==> config.mk <==
export PLATFORM = sky130hd
export DESIGN_NAME = auto_brightness_gain_and_slew_unit
export DESIGN_NICKNAME = d
export VERILOG_FILES = /design/src/sv/abgs_pkg.sv /design/src/sv/abgs_ram.sv /design/src/sv/abgs_div.sv /design/src/sv/auto_brightness_gain_and_slew_unit.sv
export SDC_FILE = /design/constraint.sdc
export NUM_CORES = 1
export LEC_CHECK = 0
export ABC_AREA = 1
export BUFFER_PORTS_ARGS = -buffer_cell sky130_fd_sc_hd__buf_2
export CAP_MARGIN = 20
export CORE_UTILIZATION = 40
export DETAILED_ROUTE_END_ITERATION = 16
export SYNTH_ARGS = -nofsm -noshare
export SYNTH_HDL_FRONTEND = slang
export SYNTH_SLANG_ARGS = --single-unit
==> constraint.sdc <==
create_clock -name aclk -period 15.2 [get_ports aclk]
set_input_delay 3.04 -clock aclk [delete_from_list [all_inputs] [get_ports aclk]]
set_output_delay 3.04 -clock aclk [all_outputs]
set_load 0.01 [all_outputs]
==> src/sv/abgs_pkg.sv <==
// Shared types, constants and the fixed target table of the auto-brightness unit.
// Used by abgs_div and auto_brightness_gain_and_slew_unit; depends on nothing.
`default_nettype none

package abgs_pkg;

    // Field widths fixed by the interface.
    localparam int GAIN_W       = 8;
    localparam int LEVEL_W      = 8;
    localparam int PERIOD_W     = 7;
    localparam int NUM_POINTS   = 5;
    localparam int MAX_CHANNELS = 8;
    localparam int OUT_CHANNELS = 5;
    localparam int CFG_INDEX_W  = 3;
    localparam int MOVE_W       = 2;

    // Packed result: move, gain, then one level per output channel, padded to bytes.
    localparam int OUT_BITS     = MOVE_W + GAIN_W + OUT_CHANNELS * LEVEL_W;
    localparam int OUT_TDATA_W  = ((OUT_BITS + 7) / 8) * 8;

    // Interpolation divider: magnitude of a product of two 8-bit differences
    // divided by an 8-bit difference magnitude.
    localparam int DVD_W        = 16;
    localparam int DVS_W        = 8;
    localparam int TGT_W        = DVD_W + 2;

    typedef logic [GAIN_W-1:0]  gain_t;
    typedef logic [LEVEL_W-1:0] level_t;

    // Request kinds carried on s_tuser.
    typedef enum logic {
        OP_SAMPLE = 1'b0,
        OP_TICK   = 1'b1
    } op_t;

    // Reported gain movement.
    typedef enum logic [MOVE_W-1:0] {
        MOVE_NONE = 2'd0,
        MOVE_DOWN = 2'd1,
        MOVE_UP   = 2'd2
    } gain_move_t;

    // Configuration register indexes.
    typedef enum logic [CFG_INDEX_W-1:0] {
        CFG_LOW_LIMIT  = 3'd0,
        CFG_HIGH_LIMIT = 3'd1,
        CFG_PERIOD     = 3'd2,
        CFG_POINT_0    = 3'd3,
        CFG_POINT_1    = 3'd4,
        CFG_POINT_2    = 3'd5,
        CFG_POINT_3    = 3'd6,
        CFG_POINT_4    = 3'd7
    } cfg_index_t;

    // Sequencer states.
    typedef enum logic [2:0] {
        ST_IDLE,
        ST_READ,
        ST_LOAD,
        ST_MUL,
        ST_DIV,
        ST_STEP,
        ST_DONE
    } state_t;

    // Target level of a channel at an interpolation point.
    function automatic level_t target_lut(input logic [2:0] ch, input logic [2:0] pt);
        level_t t;
        t = '0;
        case (ch)
            3'd0, 3'd2: begin
                case (pt)
                    3'd0:    t = 8'h00;
                    3'd1:    t = 8'hff;
                    3'd2:    t = 8'he0;
                    3'd3:    t = 8'h55;
                    3'd4:    t = 8'h0d;
                    default: t = 8'h00;
                endcase
            end
            3'd1: begin
                case (pt)
                    3'd0:    t = 8'h00;
                    3'd1:    t = 8'h38;
                    3'd2:    t = 8'hff;
                    3'd3:    t = 8'hff;
                    3'd4:    t = 8'hff;
                    default: t = 8'h00;
                endcase
            end
            3'd3: begin
                case (pt)
                    3'd0:    t = 8'hff;
                    3'd1:    t = 8'hff;
                    3'd2:    t = 8'hf0;
                    3'd3:    t = 8'he0;
                    3'd4:    t = 8'hc0;
                    default: t = 8'h00;
                endcase
            end
            3'd4: begin
                case (pt)
                    3'd0:    t = 8'h00;
                    3'd1:    t = 8'hff;
                    3'd2:    t = 8'he0;
                    3'd3:    t = 8'h55;
                    3'd4:    t = 8'h14;
                    default: t = 8'h00;
                endcase
            end
            default: t = 8'h00;
        endcase
        return t;
    endfunction

endpackage

`default_nettype wire

==> src/sv/abgs_ram.sv <==
// Generic single-port-write, single-port-read RAM with a registered read.
// Stand-alone; no package dependency.
`default_nettype none

module abgs_ram #(
    parameter int WIDTH = 8,
    parameter int DEPTH = 5,
    localparam int AW = (DEPTH > 1) ? $clog2(DEPTH) : 1
) (
    input  wire              aclk,
    input  wire              we,
    input  wire [AW-1:0]     waddr,
    input  wire [WIDTH-1:0]  wdata,
    input  wire              re,
    input  wire [AW-1:0]     raddr,
    output logic [WIDTH-1:0] rdata
);

    logic [WIDTH-1:0] mem_reg [DEPTH];
    logic [WIDTH-1:0] rdata_reg;

    // Write port and registered read port.
    always_ff @(posedge aclk) begin
        if (we) begin
            mem_reg[waddr] <= wdata;
        end
        if (re) begin
            rdata_reg <= mem_reg[raddr];
        end
    end

    assign rdata = rdata_reg;

endmodule

`default_nettype wire

==> src/sv/abgs_div.sv <==
// Iterative unsigned divider, two quotient bits per cycle, for the level interpolation.
// Depends on abgs_pkg for the operand widths.
`default_nettype none

module abgs_div (
    input  wire                          aclk,
    input  wire                          aresetn,
    input  wire                          start,
    input  wire [abgs_pkg::DVD_W-1:0]    dividend,
    input  wire [abgs_pkg::DVS_W-1:0]    divisor,
    output logic                         done,
    output logic [abgs_pkg::DVD_W-1:0]   quotient
);

    localparam int STEPS = abgs_pkg::DVD_W / 2;
    localparam int CNT_W = (STEPS > 1) ? $clog2(STEPS) : 1;

    logic [abgs_pkg::DVD_W-1:0] dvd_reg, dvd_next;
    logic [abgs_pkg::DVS_W-1:0] dvs_reg;
    logic [abgs_pkg::DVS_W-1:0] rem_reg, rem_next;
    logic [CNT_W-1:0]           cnt_reg;
    logic                       run_reg;
    logic                       done_reg;
    logic [abgs_pkg::DVS_W:0]   shifted;
    logic                       last_step;

    // Two restoring steps: shift in a dividend bit, subtract when it fits.
    always_comb begin
        rem_next = rem_reg;
        dvd_next = dvd_reg;
        shifted  = '0;
        for (int i = 0; i < 2; i++) begin
            shifted  = {rem_next, dvd_next[abgs_pkg::DVD_W-1]};
            dvd_next = {dvd_next[abgs_pkg::DVD_W-2:0], 1'b0};
            if (shifted >= {1'b0, dvs_reg}) begin
                shifted     = shifted - {1'b0, dvs_reg};
                dvd_next[0] = 1'b1;
            end
            rem_next = shifted[abgs_pkg::DVS_W-1:0];
        end
    end

    assign last_step = (cnt_reg == CNT_W'(STEPS - 1));

    // Control: after a start, run until the last of the STEPS steps, then pulse done.
    always_ff @(posedge aclk) begin
        if (!aresetn) begin
            run_reg  <= 1'b0;
            done_reg <= 1'b0;
            cnt_reg  <= '0;
        end else begin
            done_reg <= run_reg && last_step;
            if (start) begin
                run_reg <= 1'b1;
                cnt_reg <= '0;
            end else if (run_reg) begin
                cnt_reg <= cnt_reg + CNT_W'(1);
                if (last_step) begin
                    run_reg <= 1'b0;
                end
            end
        end
    end

    // Datapath: the dividend register turns into the quotient as it shifts.
    always_ff @(posedge aclk) begin
        if (start) begin
            dvd_reg <= dividend;
            dvs_reg <= divisor;
            rem_reg <= '0;
        end else if (run_reg) begin
            dvd_reg <= dvd_next;
            rem_reg <= rem_next;
        end
    end

    assign done     = done_reg;
    assign quotient = dvd_reg;

endmodule

`default_nettype wire

==> src/sv/auto_brightness_gain_and_slew_unit.sv <==
// Auto-brightness unit: sensor gain tracking and slew-limited LED levels.
// Depends on abgs_pkg, abgs_ram and abgs_div.
//
// Usage:
//   The s_ channel carries one request per handshake: s_tuser is the kind
//   (0 light sample, 1 tick) and s_tdata the light sample. A sample at or below
//   the low limit lowers the gain by one, at or above the high limit raises it;
//   a tick counts down the slew divider and, when it runs out, steps every channel
//   level by one toward its target interpolated from the gain. Every request
//   returns one result on m_ with the gain move, the gain and all channel levels.
//   The cfg channel writes registers (index, data) and is always ready; write
//   only while no request is in flight.
// Timing:
//   Requests are handled one at a time. The levels live in a RAM and are
//   read, updated and written back one channel after another, through the states
//   READ, LOAD and STEP; when the target needs the shared two-bit-per-cycle
//   divider, the states MUL and DIV lie between LOAD and STEP.
//   The result sits in an output register; a new request is taken while it
//   waits, and the sequencer stalls at its end until m_tready frees the register.
// Reset: aresetn (synchronous, active low) loads the register defaults, sets
//   the gain to GAIN_LOWEST, the divider to zero and all levels to zero.
`default_nettype none

module auto_brightness_gain_and_slew_unit #(
    parameter int GAIN_LOWEST   = 1,
    parameter int GAIN_HIGHEST  = 255,
    parameter int CHANNEL_COUNT = 5
) (
    input  wire                                aclk,
    input  wire                                aresetn,
    // Request channel.
    input  wire                                s_tvalid,
    output logic                               s_tready,
    input  wire [7:0]                          s_tdata,   // [7:0] light_sample
    input  wire [0:0]                          s_tuser,   // [0] op
    // Result channel.
    output logic                               m_tvalid,
    input  wire                                m_tready,
    // [1:0] gain_move, [9:2] gain_now, [17:10] level_skull_white,
    // [25:18] level_skull_purple, [33:26] level_bones, [41:34] level_eyes,
    // [49:42] level_backlight, [55:50] zero
    output logic [abgs_pkg::OUT_TDATA_W-1:0]   m_tdata,
    // Configuration write channel.
    input  wire                                cfg_valid,
    output logic                               cfg_ready,
    input  wire [abgs_pkg::CFG_INDEX_W-1:0]    cfg_index,
    input  wire [7:0]                          cfg_data
);

    localparam int CH_W = (CHANNEL_COUNT > 1) ? $clog2(CHANNEL_COUNT) : 1;
    localparam abgs_pkg::gain_t GAIN_LO = abgs_pkg::gain_t'(GAIN_LOWEST);
    localparam abgs_pkg::gain_t GAIN_HI = abgs_pkg::gain_t'(GAIN_HIGHEST);
    localparam int LVL_BASE = abgs_pkg::MOVE_W + abgs_pkg::GAIN_W;

    // Configuration registers.
    abgs_pkg::gain_t             low_limit_reg;
    abgs_pkg::gain_t             high_limit_reg;
    logic [abgs_pkg::PERIOD_W-1:0] period_reg;
    abgs_pkg::gain_t             point_reg [abgs_pkg::NUM_POINTS];

    // Request state.
    abgs_pkg::state_t            state_reg, state_next;
    abgs_pkg::gain_t             gain_reg;
    logic [abgs_pkg::PERIOD_W-1:0] tick_cnt_reg;
    abgs_pkg::gain_move_t        move_reg;
    logic                        step_reg;
    logic [CH_W-1:0]             ch_reg;
    logic                        lvl_valid_reg [CHANNEL_COUNT];

    // Per-channel work registers.
    abgs_pkg::level_t            lvl_reg;
    abgs_pkg::level_t            base_reg;
    logic                        hold_reg;
    logic                        use_div_reg;
    logic                        neg_reg;
    logic [7:0]                  dx_mag_reg, dy_mag_reg, dvs_reg;
    abgs_pkg::level_t            res_reg [abgs_pkg::OUT_CHANNELS];

    // Output register.
    logic                        m_tvalid_reg;
    logic [abgs_pkg::OUT_TDATA_W-1:0] m_tdata_reg;

    // Sequencer controls.
    logic                        s_accept;
    logic                        ram_re;
    logic                        ram_we;
    logic                        div_start;
    logic                        out_load;
    logic                        ch_last;

    // RAM and divider connections.
    abgs_pkg::level_t            ram_rdata;
    logic                        div_done;
    logic [abgs_pkg::DVD_W-1:0]  div_quot;

    // Segment selection.
    abgs_pkg::level_t            lvl_in;
    logic                        sel_hold;
    logic                        sel_div;
    abgs_pkg::level_t            sel_base;
    logic                        sel_neg;
    logic [7:0]                  sel_dx, sel_dy, sel_dvs;
    logic                        seg_hit;
    abgs_pkg::gain_t             seg_x0, seg_x1;
    abgs_pkg::level_t            seg_y0, seg_y1;
    logic [8:0]                  diff_x, diff_y, diff_p;

    // Step computation.
    logic signed [abgs_pkg::TGT_W-1:0] q_signed;
    logic signed [abgs_pkg::TGT_W-1:0] tgt_raw;
    abgs_pkg::level_t            tgt_clamped;
    abgs_pkg::level_t            lvl_new;

    logic [abgs_pkg::OUT_TDATA_W-1:0] tdata_pack;

    assign cfg_ready = 1'b1;
    assign s_accept  = s_tvalid && s_tready;
    assign ch_last   = (int'(ch_reg) == CHANNEL_COUNT - 1);

    // Configuration register file.
    always_ff @(posedge aclk) begin
        if (!aresetn) begin
            low_limit_reg  <= 8'd16;
            high_limit_reg <= 8'd240;
            period_reg     <= 7'd1;
            point_reg[0]   <= 8'd1;
            point_reg[1]   <= 8'd16;
            point_reg[2]   <= 8'd32;
            point_reg[3]   <= 8'd64;
            point_reg[4]   <= 8'd128;
        end else if (cfg_valid && cfg_ready) begin
            unique case (abgs_pkg::cfg_index_t'(cfg_index))
                abgs_pkg::CFG_LOW_LIMIT:  low_limit_reg  <= cfg_data;
                abgs_pkg::CFG_HIGH_LIMIT: high_limit_reg <= cfg_data;
                abgs_pkg::CFG_PERIOD:     period_reg     <= cfg_data[abgs_pkg::PERIOD_W-1:0];
                abgs_pkg::CFG_POINT_0:    point_reg[0]   <= cfg_data;
                abgs_pkg::CFG_POINT_1:    point_reg[1]   <= cfg_data;
                abgs_pkg::CFG_POINT_2:    point_reg[2]   <= cfg_data;
                abgs_pkg::CFG_POINT_3:    point_reg[3]   <= cfg_data;
                abgs_pkg::CFG_POINT_4:    point_reg[4]   <= cfg_data;
            endcase
        end
    end

    // Level storage and the shared interpolation divider.
    abgs_ram #(
        .WIDTH (abgs_pkg::LEVEL_W),
        .DEPTH (CHANNEL_COUNT)
    ) u_level_ram (
        .aclk  (aclk),
        .we    (ram_we),
        .waddr (ch_reg),
        .wdata (lvl_new),
        .re    (ram_re),
        .raddr (ch_reg),
        .rdata (ram_rdata)
    );

    abgs_div u_div (
        .aclk     (aclk),
        .aresetn  (aresetn),
        .start    (div_start),
        .dividend ({8'd0, dx_mag_reg} * {8'd0, dy_mag_reg}),
        .divisor  (dvs_reg),
        .done     (div_done),
        .quotient (div_quot)
    );

    // Sequencer state register.
    always_ff @(posedge aclk) begin
        if (!aresetn) begin
            state_reg <= abgs_pkg::ST_IDLE;
        end else begin
            state_reg <= state_next;
        end
    end

    // Sequencer next state and controls.
    always_comb begin
        state_next = state_reg;
        s_tready   = 1'b0;
        ram_re     = 1'b0;
        ram_we     = 1'b0;
        div_start  = 1'b0;
        out_load   = 1'b0;
        unique case (state_reg)
            abgs_pkg::ST_IDLE: begin
                s_tready = 1'b1;
                if (s_tvalid) begin
                    state_next = abgs_pkg::ST_READ;
                end
            end
            abgs_pkg::ST_READ: begin
                ram_re     = 1'b1;
                state_next = abgs_pkg::ST_LOAD;
            end
            abgs_pkg::ST_LOAD: begin
                state_next = sel_div ? abgs_pkg::ST_MUL : abgs_pkg::ST_STEP;
            end
            abgs_pkg::ST_MUL: begin
                div_start  = 1'b1;
                state_next = abgs_pkg::ST_DIV;
            end
            abgs_pkg::ST_DIV: begin
                if (div_done) begin
                    state_next = abgs_pkg::ST_STEP;
                end
            end
            abgs_pkg::ST_STEP: begin
                ram_we     = !hold_reg;
                state_next = ch_last ? abgs_pkg::ST_DONE : abgs_pkg::ST_READ;
            end
            abgs_pkg::ST_DONE: begin
                if (!m_tvalid_reg || m_tready) begin
                    out_load   = 1'b1;
                    state_next = abgs_pkg::ST_IDLE;
                end
            end
            default: state_next = abgs_pkg::ST_IDLE;
        endcase
    end

    // Gain, slew divider, channel pointer: set on a request, pointer moved in STEP.
    always_ff @(posedge aclk) begin
        if (!aresetn) begin
            gain_reg     <= GAIN_LO;
            tick_cnt_reg <= '0;
            move_reg     <= abgs_pkg::MOVE_NONE;
            step_reg     <= 1'b0;
            ch_reg       <= '0;
        end else begin
            if (s_accept) begin
                ch_reg   <= '0;
                move_reg <= abgs_pkg::MOVE_NONE;
                step_reg <= 1'b0;
                if (s_tuser[0] == abgs_pkg::OP_TICK) begin
                    // A run-out divider reloads from the period, zero acting as one.
                    if (tick_cnt_reg == '0) begin
                        step_reg     <= 1'b1;
                        tick_cnt_reg <= (period_reg == '0) ? '0
                                        : period_reg - abgs_pkg::PERIOD_W'(1);
                    end else begin
                        tick_cnt_reg <= tick_cnt_reg - abgs_pkg::PERIOD_W'(1);
                    end
                end else if (s_tdata <= low_limit_reg) begin
                    if (gain_reg > GAIN_LO) begin
                        gain_reg <= gain_reg - abgs_pkg::gain_t'(1);
                        move_reg <= abgs_pkg::MOVE_DOWN;
                    end
                end else if (s_tdata >= high_limit_reg) begin
                    if (gain_reg < GAIN_HI) begin
                        gain_reg <= gain_reg + abgs_pkg::gain_t'(1);
                        move_reg <= abgs_pkg::MOVE_UP;
                    end
                end
            end else if (state_reg == abgs_pkg::ST_STEP && !ch_last) begin
                ch_reg <= ch_reg + CH_W'(1);
            end
        end
    end

    // Valid bits stand in for the zero reset of the level RAM.
    always_ff @(posedge aclk) begin
        if (!aresetn) begin
            for (int c = 0; c < CHANNEL_COUNT; c++) begin
                lvl_valid_reg[c] <= 1'b0;
            end
        end else if (ram_we) begin
            for (int c = 0; c < CHANNEL_COUNT; c++) begin
                if (int'(ch_reg) == c) begin
                    lvl_valid_reg[c] <= 1'b1;
                end
            end
        end
    end

    // Pick the interpolation segment for the current gain and channel.
    always_comb begin
        lvl_in  = lvl_valid_reg[ch_reg] ? ram_rdata : '0;
        seg_hit = 1'b0;
        seg_x0  = point_reg[0];
        seg_x1  = point_reg[1];
        seg_y0  = abgs_pkg::target_lut(3'(ch_reg), 3'd0);
        seg_y1  = abgs_pkg::target_lut(3'(ch_reg), 3'd1);
        for (int k = 1; k < abgs_pkg::NUM_POINTS; k++) begin
            if (!seg_hit && gain_reg <= point_reg[k]) begin
                seg_hit = 1'b1;
                seg_x0  = point_reg[k-1];
                seg_x1  = point_reg[k];
                seg_y0  = abgs_pkg::target_lut(3'(ch_reg), 3'(k - 1));
                seg_y1  = abgs_pkg::target_lut(3'(ch_reg), 3'(k));
            end
        end
        diff_x   = {1'b0, gain_reg} - {1'b0, seg_x0};
        diff_y   = {1'b0, seg_y1} - {1'b0, seg_y0};
        diff_p   = {1'b0, seg_x1} - {1'b0, seg_x0};
        sel_dx   = diff_x[8] ? 8'(-diff_x) : diff_x[7:0];
        sel_dy   = diff_y[8] ? 8'(-diff_y) : diff_y[7:0];
        sel_dvs  = diff_p[8] ? 8'(-diff_p) : diff_p[7:0];
        sel_neg  = diff_x[8] ^ diff_y[8] ^ diff_p[8];
        sel_hold = 1'b0;
        sel_div  = 1'b0;
        sel_base = seg_y0;
        priority if (!step_reg || gain_reg == '0) begin
            sel_hold = 1'b1;
        end else if (gain_reg == point_reg[0]) begin
            sel_base = abgs_pkg::target_lut(3'(ch_reg), 3'd0);
        end else if (!seg_hit) begin
            sel_hold = 1'b1;
        end else if (seg_x1 == seg_x0) begin
            // Equal neighboring points: take the upper target.
            sel_base = seg_y1;
        end else begin
            sel_div = 1'b1;
        end
    end

    // Per-channel work registers.
    always_ff @(posedge aclk) begin
        if (state_reg == abgs_pkg::ST_LOAD) begin
            lvl_reg     <= lvl_in;
            base_reg    <= sel_base;
            hold_reg    <= sel_hold;
            use_div_reg <= sel_div;
            neg_reg     <= sel_neg;
            dx_mag_reg  <= sel_dx;
            dy_mag_reg  <= sel_dy;
            dvs_reg     <= sel_dvs;
        end
    end

    // Target from base and signed quotient, clamped, then one step toward it unless held.
    always_comb begin
        q_signed = use_div_reg ? $signed({2'b00, div_quot}) : '0;
        if (neg_reg) begin
            q_signed = -q_signed;
        end
        tgt_raw = $signed({{(abgs_pkg::TGT_W - abgs_pkg::LEVEL_W){1'b0}}, base_reg}) + q_signed;
        priority if (tgt_raw < 0) begin
            tgt_clamped = '0;
        end else if (tgt_raw > abgs_pkg::TGT_W'(255)) begin
            tgt_clamped = 8'hff;
        end else begin
            tgt_clamped = tgt_raw[abgs_pkg::LEVEL_W-1:0];
        end
        priority if (hold_reg) begin
            lvl_new = lvl_reg;
        end else if (lvl_reg > tgt_clamped) begin
            lvl_new = lvl_reg - abgs_pkg::level_t'(1);
        end else if (lvl_reg < tgt_clamped) begin
            lvl_new = lvl_reg + abgs_pkg::level_t'(1);
        end else begin
            lvl_new = lvl_reg;
        end
    end

    // Collect the levels of the output channels for the result.
    always_ff @(posedge aclk) begin
        if (state_reg == abgs_pkg::ST_STEP) begin
            for (int j = 0; j < abgs_pkg::OUT_CHANNELS; j++) begin
                if (int'(ch_reg) == j) begin
                    res_reg[j] <= lvl_new;
                end
            end
        end
    end

    // Pack the result; channels that do not exist read as zero.
    always_comb begin
        tdata_pack = '0;
        tdata_pack[abgs_pkg::MOVE_W-1:0] = move_reg;
        tdata_pack[LVL_BASE-1:abgs_pkg::MOVE_W] = gain_reg;
        for (int j = 0; j < abgs_pkg::OUT_CHANNELS; j++) begin
            if (j < CHANNEL_COUNT) begin
                tdata_pack[LVL_BASE + j*abgs_pkg::LEVEL_W +: abgs_pkg::LEVEL_W] = res_reg[j];
            end
        end
    end

    // Output register.
    always_ff @(posedge aclk) begin
        if (!aresetn) begin
            m_tvalid_reg <= 1'b0;
        end else if (out_load) begin
            m_tvalid_reg <= 1'b1;
        end else if (m_tready) begin
            m_tvalid_reg <= 1'b0;
        end
    end

    always_ff @(posedge aclk) begin
        if (out_load) begin
            m_tdata_reg <= tdata_pack;
        end
    end

    assign m_tvalid = m_tvalid_reg;
    assign m_tdata  = m_tdata_reg;

    // The gain stays within its bounds.
    assert property (@(posedge aclk) disable iff (!aresetn)
        (gain_reg >= GAIN_LO) && (gain_reg <= GAIN_HI))
        else $error("gain left its bounds");

    // The gain changes only when a request is taken.
    assert property (@(posedge aclk) disable iff (!aresetn)
        !s_accept |=> $stable(gain_reg))
        else $error("gain changed without a request");

    // Levels are written back only on a request that steps the levels.
    assert property (@(posedge aclk) disable iff (!aresetn)
        ram_we |-> step_reg)
        else $error("level written on a request without a step");

    // The divider finishes only while the sequencer waits for it.
    assert property (@(posedge aclk) disable iff (!aresetn)
        div_done |-> (state_reg == abgs_pkg::ST_DIV))
        else $error("divider result arrived outside the wait state");

endmodule

`default_nettype wire

==> summary.md <==
| Metric | Value |
|---|---|
| Main flop type after synthesis | edfxtp_1 |
| Final hold vios | 0 |
| Final hold slack | 0.4121 ns |
| Tot Pwr | 3.530 mW |
| DP Area | roughly 20,000 um2 |
| Drt via density | 5.083 |
| WP data arrival | 6.61 ns |
| Number of global-route vias before repair | 14,568 |
| Max Clk Rate | 156.8 MHz |
| Critical path's slowest cell | edfxtp_1 |
| Leak Pwr | 9.762 nW |
| Worst setup SP type | flip-flop |
| First-pass GRT wire length | around 74,000 um |
| Worst-margin pin slew | 1.056 ns |
| CTS clock-pin slew for the worst setup and hold paths | 0.06 ns |
| Row count | 80 |
| Post_cts resized | 0 |
| Status | finished clean |
| Filler instances | 4,581 |
| Largest net degree at the start of global routing | 48 |
| Core ar. | about 48,000 um2 |
| HPWL Detailed | 34,170 um |
| Total CTS buffers | 35 |
| Synth Area in Adders | 0.1463 |
| WL/cell | 15.48 um |
| Vias | around 15,000 |
| Maximum fanout along the worst path | 17 |
| Hold_buf cts | 0 |
| Area grow syn2layout | 11.45% |
| Mux contribution to synthesized area | 0.0005151 |
| Hold WC Path Type | reg -> reg |
| First-pass detailed-route iteration total | 5 |
| Layout Nets | 2,454 |
| Post-route ant nets | 0 |
| RSZ-0062 raised after global routing | false |
| Max-cap viol count | 0 |
| Clock sinks | 314 |
| WP buf/inv | 1 |
| Synth cell types | 61 |
| CTS max path bufs | 3 |
| Post-Synth Simple-Gate Area | 0.1838 |
| Post-Syn Area per Cell | around 9 um2 |
| Post-CTS setup buffers | 0 |
| Max reg flops | 50 |
| Htree depth | 2 |
| Cell count after synthesis | ~2,100 |
| Worst clock skew | 0.01369 ns |
| Fin. max-slew vios | 0 |
| First DRT Iteration DRCs | 875 |
| Finished Cell Area | 21,660 um2 |
| Die area | 49,470 um2 |
| Die X | between 200 and 250 um |
| Sequential area share after synthesis | 0.4523 |
| Post-synthesis compound-gate area fraction | 0.09787 |
| Gpl congestion | 0.9074 |
| GRT Util Overall | 0.1839 |
| Critical path's most frequent cell | nand2_1 |
| Clock Latency Late Sink | 0.55 ns |
| Root Driver | clkbuf_16 |
| Post-synth EDFFs | 250 |
| # IOs | 84 |
| CP Capture Type | flip-flop |
| DR DRC count | 0 |
| XOR/XNOR Fraction of Synth Area | 0.04050 |
| Period utilisation layout | 0.4196 |
| Synth Warn # | 0 |
| Proportion of layout cells with a drive suffix above 1 | 0.09272 |
| Rel. slew slack | 0.2934 |
| Worst endpoint required time | 15.43 ns |
| Overall die height | 222.4 um |
| Largest family of logic cells by synthesized area | simple AND/OR/NAND/NOR gates |
| FFs w/ async S/R, synth | 0 |
| Setup Total Neg Slack | 0 ns |
| Flops & latches, synth | around 310 |
| Pwr/cell area | approximately 160 nW/um2 |
| Max stage delay on crit path | between 0.8 and 0.9 ns |
| Initial Utilization | 0.4061 |
| WS Path Type | reg -> reg |
| Setup-failing EPs final | 0 |
| Initial antenna violation count | 2 |
| WL final | 44,440 um |
| Minimum clock period | ~6.4 ns |
| Worst path top cell family by delay | compound AO/OA/AOI/OAI gates |
| GRT overflow | 0 |
| Port bufs | 76 |
| CTS tree | yes |
| Worst-case vdd ir drop | roughly 0.12 mV |
| Synthesized cell area | 19,430 um2 |
-- stage by stage --
step / utilization / cells / worst slack, ns
after floorplan: - / 2149 / 6.783
after global placement: 0.4281 / 2802 / 9.292
after detailed placement: 0.4284 / 2804 / 8.893
after CTS: 0.4524 / 2868 / 8.857
after global routing: 0.4526 / 2870 / 8.142
final: 0.4526 / 2870 / 8.822
-- area by class of cell --
cell class              instances  area [um2]  share of cell area
well taps                     615       769.5             0.03553
diodes                          1       2.502           0.0001155
flip-flops and latches        314        8788              0.4058
multi-input cells            1443        9161              0.4230
clock inverters                13       153.9            0.007106
repair buffers                 94       513.0             0.02369
clock buffers                  51       996.0             0.04599
inverters                     339        1272             0.05876
-- cell usage after synthesis (11+ instances only) --
cell type  number  area share
ha_1          160        0.10
inv_1         334       0.065
xnor2_1        27       0.012
nand4_1        28      0.0090
dfxtp_1        64       0.066
edfxtp_1      250        0.39
o21ai_0       106       0.027
a21oi_1       126       0.032
nor2_1        143       0.028
fa_1           42       0.043
nand3b_1       11      0.0042
nand2_1       460       0.089
xor2_1         61       0.027
clkbuf_1       39      0.0075
nand3_1        89       0.023
nand2_2        20      0.0064
o211ai_1       15      0.0058
nor3_1         31      0.0080
-- path summary, 6_finish.rpt --
check                                     from            end  slack [ns]  cells past startpoint
worst max-delay path               use_div_reg  res_reg[0][7]        8.82                     31
worst min-delay path            res_reg[0][36]    m_tdata[46]        0.41                      0
worst max register to register     use_div_reg  res_reg[0][7]        8.82                     31
worst min register to register  res_reg[0][36]    m_tdata[46]        0.41                      0
-- per-layer routing --
layer,share of wire,GRT usage
met1,0.46,0.2406
met2,0.48,0.3155
met3,0.047,0.02790
met4,0.020,0.05095
met5,0.00025,0
-- worst reg2reg max path: cells and delay by family, from the launching register on --
family                   cells  cell delay (ns)
adder cells (fa/ha/maj)      3             0.80
AND/OR/NAND/NOR             16             1.58
flip-flops                   1             0.87
XOR/XNOR                     2             0.84
AO/OA/AOI/OAI                9             1.91
buffers and inverters        1             0.06
-- report_power, final --
group | switching, mW | total [mW] | leakage [nW] | internal [mW]
sequential | 0.0710 | 1.12 | 2.81 | 1.05
combinational | 0.977 | 1.56 | 6.39 | 0.587
clock | 0.348 | 0.845 | 0.566 | 0.496
total | 1.40 | 3.53 | 9.76 | 2.13
-- cell usage in the layout, fill, tap and decap left out, types with 35 or more instances in the layout --
cell / n
fa_1: 42
dfxtp_1: 64
clkbuf_16: 35
buf_2: 77
nand3_1: 89
nand2_1: 460
edfxtp_1: 250
nor2_1: 143
inv_1: 334
o21ai_0: 106
ha_1: 160
a21oi_1: 126
xor2_1: 61
-- cell families (layout without fill, tap and decap cells) --
| kind of cell | after synthesis | count (layout) |
|---|---|---|
| AO/OA/AOI/OAI | 327 | 327 |
| XOR/XNOR | 89 | 89 |
| adder cells (fa/ha/maj) | 202 | 202 |
| buffers and inverters | 392 | 497 |
| flip-flops | 314 | 314 |
| multiplexers | 1 | 1 |
| other | 2 | 8 |
| AND/OR/NAND/NOR | 817 | 817 |
No activity file was read; power rests on OpenSTA's default activity.
